<file path="src/hw/rtl/abp_pkg.sv">
package abp_pkg;

    localparam int unsigned NUM_SLOTS  = 32;
    localparam int unsigned ADDR_WIDTH = 32;

    // Port field widths are fixed.
    localparam int unsigned OP_W    = 2;
    localparam int unsigned PADDR_W = 32;
    localparam int unsigned SLOT_W  = 5;
    localparam int unsigned ERR_W   = 2;

    localparam int unsigned SLOT_IDX_W = (NUM_SLOTS > 1) ? $clog2(NUM_SLOTS) : 1;
    localparam int unsigned COUNT_W    = $clog2(NUM_SLOTS + 1);

    localparam logic [COUNT_W-1:0] SLOT_COUNT = COUNT_W'(NUM_SLOTS);

    localparam logic [OP_W-1:0] OP_ADD  = 2'd0;
    localparam logic [OP_W-1:0] OP_FREE = 2'd1;
    localparam logic [OP_W-1:0] OP_SCAN = 2'd2;

    localparam logic [ERR_W-1:0] ERR_OK       = 2'd0;
    localparam logic [ERR_W-1:0] ERR_FULL     = 2'd1;
    localparam logic [ERR_W-1:0] ERR_INACTIVE = 2'd2;

    typedef struct packed {
        logic capture;
        logic execute;
        logic reduce;
        logic publish;
    } abp_cmd_t;

    typedef struct packed {
        logic is_scan;
    } abp_sts_t;

endpackage

</file>
<file path="src/hw/rtl/abp_ctrl.sv">
module abp_ctrl
    import abp_pkg::*;
(
    input  logic     aclk,
    input  logic     aresetn,
    input  logic     s_valid,
    output logic     s_ready,
    output logic     m_valid,
    input  logic     m_ready,
    input  abp_sts_t sts,
    output abp_cmd_t cmd
);

    typedef enum logic [3:0] {
        ST_IDLE   = 4'b0001,
        ST_EXEC   = 4'b0010,
        ST_REDUCE = 4'b0100,
        ST_DONE   = 4'b1000
    } state_t;

    state_t state_reg;
    state_t state_next;
    logic   out_valid_reg;
    logic   out_valid_next;
    logic   out_free;

    // The output register can take a new result when empty or being drained.
    assign out_free = !out_valid_reg || m_ready;

    always_comb begin
        state_next  = state_reg;
        cmd         = '0;
        s_ready     = 1'b0;
        case (state_reg)
            ST_IDLE: begin
                s_ready     = 1'b1;
                cmd.capture = s_valid;
                if (s_valid) begin
                    state_next = ST_EXEC;
                end
            end
            ST_EXEC: begin
                cmd.execute = 1'b1;
                state_next  = sts.is_scan ? ST_REDUCE : ST_DONE;
            end
            ST_REDUCE: begin
                cmd.reduce = 1'b1;
                state_next = ST_DONE;
            end
            ST_DONE: begin
                if (out_free) begin
                    cmd.publish = 1'b1;
                    state_next  = ST_IDLE;
                end
            end
            default: begin
                state_next = ST_IDLE;
            end
        endcase
    end

    always_comb begin
        if (cmd.publish) begin
            out_valid_next = 1'b1;
        end else if (m_ready) begin
            out_valid_next = 1'b0;
        end else begin
            out_valid_next = out_valid_reg;
        end
    end

    always_ff @(posedge aclk) begin
        if (!aresetn) begin
            state_reg     <= ST_IDLE;
            out_valid_reg <= 1'b0;
        end else begin
            state_reg     <= state_next;
            out_valid_reg <= out_valid_next;
        end
    end

    assign m_valid = out_valid_reg;

endmodule

</file>
<file path="src/hw/rtl/abp_datapath.sv">
module abp_datapath
    import abp_pkg::*;
(
    input  logic               aclk,
    input  logic               aresetn,
    input  abp_cmd_t           cmd,
    output abp_sts_t           sts,
    input  logic [OP_W-1:0]    s_operation,
    input  logic [PADDR_W-1:0] s_address,
    input  logic [SLOT_W-1:0]  s_slot,
    output logic [SLOT_W-1:0]  m_slot_number,
    output logic               m_hit,
    output logic [ERR_W-1:0]   m_error_code
);

    // Captured request.
    logic [OP_W-1:0]       req_op_reg;
    logic [ADDR_WIDTH-1:0] req_addr_reg;
    logic [SLOT_W-1:0]     req_slot_reg;

    // Pool state.
    logic [ADDR_WIDTH-1:0] slot_address_reg  [NUM_SLOTS];
    logic [ADDR_WIDTH-1:0] slot_address_next [NUM_SLOTS];
    logic [NUM_SLOTS-1:0]  slot_active_reg;
    logic [NUM_SLOTS-1:0]  slot_active_next;
    logic [SLOT_IDX_W-1:0] free_stack_reg    [NUM_SLOTS];
    logic [SLOT_IDX_W-1:0] free_stack_next   [NUM_SLOTS];
    logic [COUNT_W-1:0]    free_count_reg;
    logic [COUNT_W-1:0]    free_count_next;

    // Per-slot match bits, reduced in the following cycle.
    logic [NUM_SLOTS-1:0]  match_reg;
    logic [NUM_SLOTS-1:0]  match_next;

    // Result of the current request, then the output register.
    logic [SLOT_W-1:0]     res_number_reg;
    logic [SLOT_W-1:0]     res_number_next;
    logic                  res_hit_reg;
    logic                  res_hit_next;
    logic [ERR_W-1:0]      res_err_reg;
    logic [ERR_W-1:0]      res_err_next;
    logic [SLOT_W-1:0]     out_number_reg;
    logic                  out_hit_reg;
    logic [ERR_W-1:0]      out_err_reg;

    logic [COUNT_W-1:0]    top_pos;
    logic [SLOT_IDX_W-1:0] pop_slot;
    logic [SLOT_IDX_W-1:0] free_idx;
    logic                  add_ok;
    logic                  free_ok;

    assign sts.is_scan = (req_op_reg == OP_SCAN);

    assign top_pos  = free_count_reg - COUNT_W'(1);
    assign pop_slot = free_stack_reg[top_pos[SLOT_IDX_W-1:0]];
    assign free_idx = SLOT_IDX_W'(req_slot_reg);
    assign add_ok   = (free_count_reg != '0);
    assign free_ok  = (32'(req_slot_reg) < NUM_SLOTS) && slot_active_reg[free_idx]
                   && (free_count_reg < SLOT_COUNT);

    always_comb begin
        slot_address_next = slot_address_reg;
        slot_active_next  = slot_active_reg;
        free_stack_next   = free_stack_reg;
        free_count_next   = free_count_reg;
        res_number_next   = res_number_reg;
        res_hit_next      = res_hit_reg;
        res_err_next      = res_err_reg;

        for (int i = 0; i < NUM_SLOTS; i++) begin
            match_next[i] = slot_active_reg[i] && (slot_address_reg[i] == req_addr_reg);
        end

        if (cmd.execute) begin
            res_number_next = '0;
            res_hit_next    = 1'b0;
            res_err_next    = ERR_OK;
            case (req_op_reg)
                OP_ADD: begin
                    if (add_ok) begin
                        free_count_next             = top_pos;
                        slot_address_next[pop_slot] = req_addr_reg;
                        slot_active_next[pop_slot]  = 1'b1;
                        res_number_next             = SLOT_W'(pop_slot);
                    end else begin
                        res_err_next = ERR_FULL;
                    end
                end
                OP_FREE: begin
                    if (free_ok) begin
                        slot_active_next[free_idx] = 1'b0;
                        free_stack_next[free_count_reg[SLOT_IDX_W-1:0]] = free_idx;
                        free_count_next = free_count_reg + COUNT_W'(1);
                    end else begin
                        res_err_next = ERR_INACTIVE;
                    end
                end
                default: begin
                end
            endcase
        end

        if (cmd.reduce) begin
            res_hit_next = |match_reg;
        end
    end

    always_ff @(posedge aclk) begin
        if (!aresetn) begin
            slot_active_reg <= '0;
            free_count_reg  <= SLOT_COUNT;
            for (int i = 0; i < NUM_SLOTS; i++) begin
                free_stack_reg[i] <= SLOT_IDX_W'(NUM_SLOTS - 1 - i);
            end
        end else begin
            slot_active_reg <= slot_active_next;
            free_count_reg  <= free_count_next;
            free_stack_reg  <= free_stack_next;
        end
    end

    always_ff @(posedge aclk) begin
        slot_address_reg <= slot_address_next;
        match_reg        <= match_next;
        res_number_reg   <= res_number_next;
        res_hit_reg      <= res_hit_next;
        res_err_reg      <= res_err_next;
        if (cmd.capture) begin
            req_op_reg   <= s_operation;
            req_addr_reg <= ADDR_WIDTH'(s_address);
            req_slot_reg <= s_slot;
        end
        if (cmd.publish) begin
            out_number_reg <= res_number_reg;
            out_hit_reg    <= res_hit_reg;
            out_err_reg    <= res_err_reg;
        end
    end

    assign m_slot_number = out_number_reg;
    assign m_hit         = out_hit_reg;
    assign m_error_code  = out_err_reg;

endmodule

</file>
<file path="src/hw/rtl/address_breakpoint_pool_core.sv">
// Address breakpoint pool: a set of breakpoint slots with a LIFO free list.
// Input channel (s_valid/s_ready) carries one request: add an address,
// free a slot, or scan a program counter against all active slots.
// Result channel (m_valid/m_ready) returns one result per request: the
// assigned slot number, the hit flag and an error code.
// Requests are handled one at a time. An add or free passes through the
// execute and done states, a scan through execute, reduce and done: the
// execute state compares every active slot in parallel and registers the
// match bits, the reduce state ORs them. The next request is accepted as
// soon as the result moves into the output register, so a new request is
// not taken before the last one is finished.
// If the receiver stalls, the finished result waits in the output register
// and one more request may be accepted and worked on; that request then
// holds until the output register is drained.
// Reset (aresetn low, synchronous) marks every slot inactive and refills the
// free list with slot 0 on top; no clearing pass is needed.
module address_breakpoint_pool_core
    import abp_pkg::*;
(
    input  logic               aclk,
    input  logic               aresetn,
    input  logic               s_valid,
    output logic               s_ready,
    input  logic [OP_W-1:0]    s_operation,
    input  logic [PADDR_W-1:0] s_address,
    input  logic [SLOT_W-1:0]  s_slot,
    output logic               m_valid,
    input  logic               m_ready,
    output logic [SLOT_W-1:0]  m_slot_number,
    output logic               m_hit,
    output logic [ERR_W-1:0]   m_error_code
);

    abp_cmd_t cmd;
    abp_sts_t sts;

    abp_ctrl u_ctrl (
        .aclk    (aclk),
        .aresetn (aresetn),
        .s_valid (s_valid),
        .s_ready (s_ready),
        .m_valid (m_valid),
        .m_ready (m_ready),
        .sts     (sts),
        .cmd     (cmd)
    );

    abp_datapath u_datapath (
        .aclk          (aclk),
        .aresetn       (aresetn),
        .cmd           (cmd),
        .sts           (sts),
        .s_operation   (s_operation),
        .s_address     (s_address),
        .s_slot        (s_slot),
        .m_slot_number (m_slot_number),
        .m_hit         (m_hit),
        .m_error_code  (m_error_code)
    );

endmodule

</file>
<file path="config.mk">
export PLATFORM = sky130hd
export DESIGN_NAME = address_breakpoint_pool_core
export DESIGN_NICKNAME = d
export VERILOG_FILES = /design/src/hw/rtl/abp_pkg.sv /design/src/hw/rtl/abp_ctrl.sv /design/src/hw/rtl/abp_datapath.sv /design/src/hw/rtl/address_breakpoint_pool_core.sv
export SDC_FILE = /design/constraint.sdc
export NUM_CORES = 2
export LEC_CHECK = 0
export BUFFER_PORTS_ARGS = -buffer_cell sky130_fd_sc_hd__buf_2
export CAP_MARGIN = 25
export CORE_MARGIN = 2
export CORE_UTILIZATION = 63
export DETAILED_ROUTE_END_ITERATION = 6
export PLACE_DENSITY = 0.79
export SYNTH_ARGS = -nofsm -noshare
export SYNTH_HDL_FRONTEND = slang
export SYNTH_SLANG_ARGS = --single-unit
</file>
<file path="constraint.sdc">
create_clock -name aclk -period 6 [get_ports aclk]
set_clock_uncertainty 0.2 [all_clocks]
set_input_delay 0.6 -clock aclk [delete_from_list [all_inputs] [get_ports aclk]]
set_output_delay 0.6 -clock aclk [all_outputs]
set_load 0.02 [all_outputs]
</file>
Yosys cells after proc, flatten, opt, wreduce, memory -nomap -nowiden
Cells that the tools add are included.
{ "word_totals": {"input_bits": 43, "out_inout_bits": 10, "word_cells": 226, "register_bits": 1314} }
{ "op_classes": {"eq_ne": 42, "n_lt_le_gt_ge": 10, "muxes": 38, "addsub": 2, "bitwise": 6, "n_reduce_logical": 50} }
{ "ops": {"columns": ["cell", "n"], "rows": [
  ["$bwmux W1024", 1],
  ["$eq A32 B32 Y1", 32],
  ["$bwmux W160", 1],
  ["$demux W32 S5", 1],
  ["$mux W32", 3],
  ["$pmux W32 S2", 1],
  ["$logic_and A1 B1 Y1", 37],
  ["$and A32 B32 Y32", 1],
  ["$not A32 Y32", 1],
  ["$or A32 B32 Y32", 1],
  ["$reduce_or A32 Y1", 1],
  ["$bmux W5 S5", 1],
  ["$demux W5 S5", 1],
  ["$ge A6 B6 Y1 const B", 3],
  ["$not A5 Y6", 3],
  ["$pmux W4 S4", 1],
  ["$mux W5", 3],
  ["$mux W1", 14],
  ["$lt A5 B6 Y1 const B", 2],
  ["$lt A6 B1 Y1 const B", 2],
  ["$mux W4", 3],
  ["$mux W6", 2],
  ["$pmux W6 S2", 1],
  ["$demux W1 S5", 2],
  ["23 further kinds", 30]
]} }

Depth between registers and ports, before layout
{ "depth": {"depth_word": 12, "depth_mapped": 15, "depth_no_buf": 9} }

Hierarchy
Synthesis repeated with hierarchy kept, for this count alone.
{ "hier_totals": {"hier_cells": 3750, "hier_area_um2": 55336.8} }
{ "modules_own_cells": {"columns": ["module", "instances", "seq_area_each_um2", "area_per_inst_um2", "cells_per_inst"], "rows": [
  ["abp_datapath", 1, 37005.5, 55065.3, 3721],
  ["abp_ctrl", 1, 100.1, 271.5, 29]
]} }

Worst setup path after synthesis
OpenSTA, ideal clock, no wires.
{ "synth_timing": {"kind": "reg-to-reg", "from": "register u_datapath.free_count_reg[0]", "to": "register u_datapath.slot_address_reg[0] (netlist bit), enable pin", "synth_period_minus_slack_ns": 4.938, "n_path_buf": 6, "arrival_time_ns": 4.317, "stages_incl_launch_ff": 15, "setup_slack_ns": 1.062, "required_ns": 5.379, "setup_ns": 0.421, "path_cell_list": "dfxtp_1 buf_4 buf_6 buf_4 inv_1 ha_1 buf_2 xnor2_1 clkbuf_1 buf_2 nor2_1 o22ai_1 o2111ai_1 or3_1 nor2_1"} }
{ "synth_between": {"elab_chain_len": 2} }
{ "synth_lines": {"columns": ["item", "line_no", "text"], "rows": [
  ["from (decl)", "abp_datapath.sv:28", "logic [COUNT_W-1:0] free_count_reg;"],
  ["from (signal assigned)", "abp_datapath.sv:117", "free_count_reg <= free_count_next;"],
  ["$reduce_bool A6 Y1", "abp_datapath.sv:57", "assign add_ok = (free_count_reg != '0);"],
  ["$reduce_and A3 Y1 (no line)", null, null],
  ["to (signal assigned)", "abp_datapath.sv:123", "slot_address_reg <= slot_address_next;"],
  ["to (decl)", "abp_datapath.sv:22", "logic [ADDR_WIDTH-1:0] slot_address_reg [NUM_SLOTS];"]
]} }
Every way passes these cells.
A chain may end at the register's enable or synchronous reset.

Worst setup path after layout
{ "layout_timing": {"from": "register u_datapath.free_count_reg[1]", "to": "register u_datapath.slot_address_reg[663] (netlist bit), enable pin"} }
Same word-level chain as after synthesis.

==> impl_results.md <==
* Fillcell total at around 5500
* # nets final at 3879
* Die Footprint at between 80000 and 90000 sq um
* Setup TNS at 0 ns
* Post-layout util at 0.712
* Grt ovf at 0
* EDFF count, synth at 1079
* Placed cells at between 4000 and 5000
* Layout cells sized above 1 at 0.120
* Worst skew pair latency at 0.74 ns
* Avg Inst Size Synth at 14.8 sq um
* Area Growth Syn to Fin at 12.3%
* Drt first pass iters at 6
* CP startpoint: u_datapath.free_count_reg[1]
* Drt drc at 0
* Max Clk Rate at just over 0.2 GHz
* Startpoint types: flop
* H-Tree Depth at 4
* Clk buf depth at 3
* Hold Path Origin: aresetn
* CTS tree: yes
* DR vias at 31300
* R2r startpoint: u_datapath.free_count_reg[1]
* Initial Util at 0.634
* Post-Syn Instances at 3703
* Endpoint class of the critical path: flop
* Leak at 20.0 nW
* PortBufs at 52
* Slew Limit Fails at 0
* Unrepaired setup endpoints after global routing: false
* Root Buffer: clkbuf_16
* Final Hold Vio Count at 0
* Clock sinks at 1314
* Count of unique library cells instantiated by Yosys at 66
* Synth Net Count at 3751
* MaxCap Viol Count at 0
* CP required at 6.21 ns
* Largest net degree at the start of global routing at 69
* I/O Pins at 53
* Initial antenna violation count at 3
* Syn. warnings at 0
* Final setup violation count at 0
* Largest register FFs at 1024
* Vias in the first global route at 30800
* Worst-margin pin slew at between 1 and 1.5 ns
* Worst hold margin at 0.176 ns
* Count of hold-fix buffers inserted at cts at roughly 40
* Antenna diodes at 0
* Total CTS buffers at 132
* Antenna Nets Post-Route at 0
* GRT Util Overall at 0.293
* Synth async-reset ratio at 0
* Die Wd at 299 microns
* Final Cycle Share at 0.811
* Number of synthesized register bits at between 1000 and 1500
* Setup Buffers After CTS at 0
* Total core area at 86500 sq um
* Worst-path clk slew at 0.06 ns
* Top_reg_cell synth: edfxtp_1
* Power per cell area at roughly 320 nW/um^2
* First-pass GRT wire length at 195000 microns
* Worst EP arrival at ~5 ns
* Seq/Total Area, Yosys at 0.677
* Non-filler cells, final at approximately 5000
* Peak VDD IR at 0.270 mV
* Starting DRT DRC Count at 3680
* Crit path kind: reg -> reg
* Mapped Area at 54800 sq um
* Worst-path fanout max at 23
* Placer Congestion at 0.889
* Cts repair resizes at 0
* Status: finished clean
* WL/cell at 25.5 microns
* Minimum clock period at 4.87 ns
* Slew headroom at 0.326
* Via density at 6.14
* Post-DP HPWL at 72900 microns
* Num rows at 108
* DRT Wirelength at about 130000 microns
* Hold crit path type: in -> reg
* Setup WS post-layout at 1.13 ns
* Die Height at 299 microns
* Post-place setup slack at 1.23 ns
==> per-stage QoR <==
stage	total power, mW	instance area, sq um
4_1_cts	19.6	61600
2_1_floorplan	11.0	54800
3_5_place_dp	11.5	56900
6_report	19.5	61600
3_3_place_gp	11.5	56900
5_1_grt	20.1	61600
==> layout make-up <==
cell class	count	area (sq um)	share of cell area
Inverter	14	52.6	0.000853
Tap cell	1155	1450	0.0235
Clock inverter	43	475	0.00772
Clock buffer	196	3850	0.0625
Sequential cell	1314	37100	0.602
Timing Repair Buffer	212	1810	0.0295
Multi-Input combinational cell	2157	16900	0.274
==> synthesized netlist by cell type (3+ instances only) <==
library cell	number	area, sq um
edfxtp_1	1079	32400
xnor2_1	851	7450
dfxtp_1	235	4700
nand4_1	218	1360
xor2_1	170	1490
nor2_1	167	627
mux2i_1	164	1640
nand2_1	146	548
nor4_1	114	713
clkbuf_1	101	379
buf_1	79	297
nand3_1	46	230
mux4_2	40	901
o21ai_0	35	175
o211ai_1	32	240
buf_2	28	140
nand2b_1	16	100
o22ai_1	16	100
inv_1	13	48.8
nand3_2	13	130
or4b_1	12	120
a31o_2	11	96.3
a21oi_1	10	50.1
and2_1	9	56.3
nor2b_1	9	56.3
nor3_1	9	45.0
buf_4	8	60.1
ha_1	5	62.6
or3_1	5	31.3
nand4b_2	4	60.1
nor3b_1	4	30.0
o2111ai_1	4	35.0
nand3b_1	3	22.5
nor4b_1	3	26.3
o31a_1	3	26.3
or4_1	3	22.5
==> critical path: stages, from the launching register on <==
cell and delay (ns):
dfxtp_1 0.51, inv_1 0.14, ha_1 0.62, buf_4 0.34, mux4_2 0.33, nor2_1 0.10, nor2_1 0.09, o2111ai_2 0.58
and2b_1 0.28, nand2_1 0.31, nor2_2 0.61, buf_4 0.40
==> per-layer routing <==
layer	routed length, microns	part of all wire	vias up	global-route usage
met3	11500	0.088	230	0.0443
met5	0	0	-	0
li1	-	-	13700	-
met2	61500	0.47	1545	0.468
met1	53300	0.41	15700	0.420
met4	3640	0.028	0	0.0920
==> cell families (layout without fill, tap and decap cells) <==
group,Yosys count,count (layout),share of synthesized area
DFF,1314,1314,0.677
and+or+nand+nor,794,794,0.0783
adders and majority gates,5,5,0.00114
xor gates and xnor gates,1021,1021,0.163
muxes,206,206,0.0468
buffers and inverters,232,465,0.0173
AOI/OAI and AO/OA,131,131,0.0166
==> path summary, 6_finish.rpt <==
kind / endpoint / cells past startpoint / slack, ns
worst max-delay path: u_datapath.slot_address_reg[663] / 11 / 1.13
worst max register to register: u_datapath.slot_address_reg[663] / 11 / 1.13
worst min-delay path: u_datapath.free_stack_reg[95] / 2 / 0.18
worst min register to register: u_datapath.m_hit / 0 / 0.22
==> layout by cell type (no fill, tap or decap), types with 16 or more instances in the layout <==
cell type      synthesis  final
buf_12                 0     20
buf_2                 28     52
buf_4                  8     99
clkbuf_1             101     37
clkbuf_16              0    136
clkbuf_8               0     22
dfxtp_1              235    234
dlygate4sd3_1          0     41
edfxtp_1            1079   1079
mux2i_1              164    164
mux4_2                40     40
nand2_1              146    146
nand2b_1              16     16
nand3_1               46     46
nand4_1              218    218
nor2_1               167    135
nor2_2                 0     32
nor4_1               114    114
o211ai_1              32     32
o21ai_0               35     35
o22ai_1               16     16
xnor2_1              851    851
xor2_1               170    170
==> power breakdown <==
part	leakage, nW	total (mW)	internal (mW)	switching, mW
Sequential	11.6	10.0	9.94	0.0636
Clock	2.11	8.17	4.80	3.38
Combinational	6.30	1.37	0.459	0.908
Note: power is estimated with default switching activity, not from simulation.
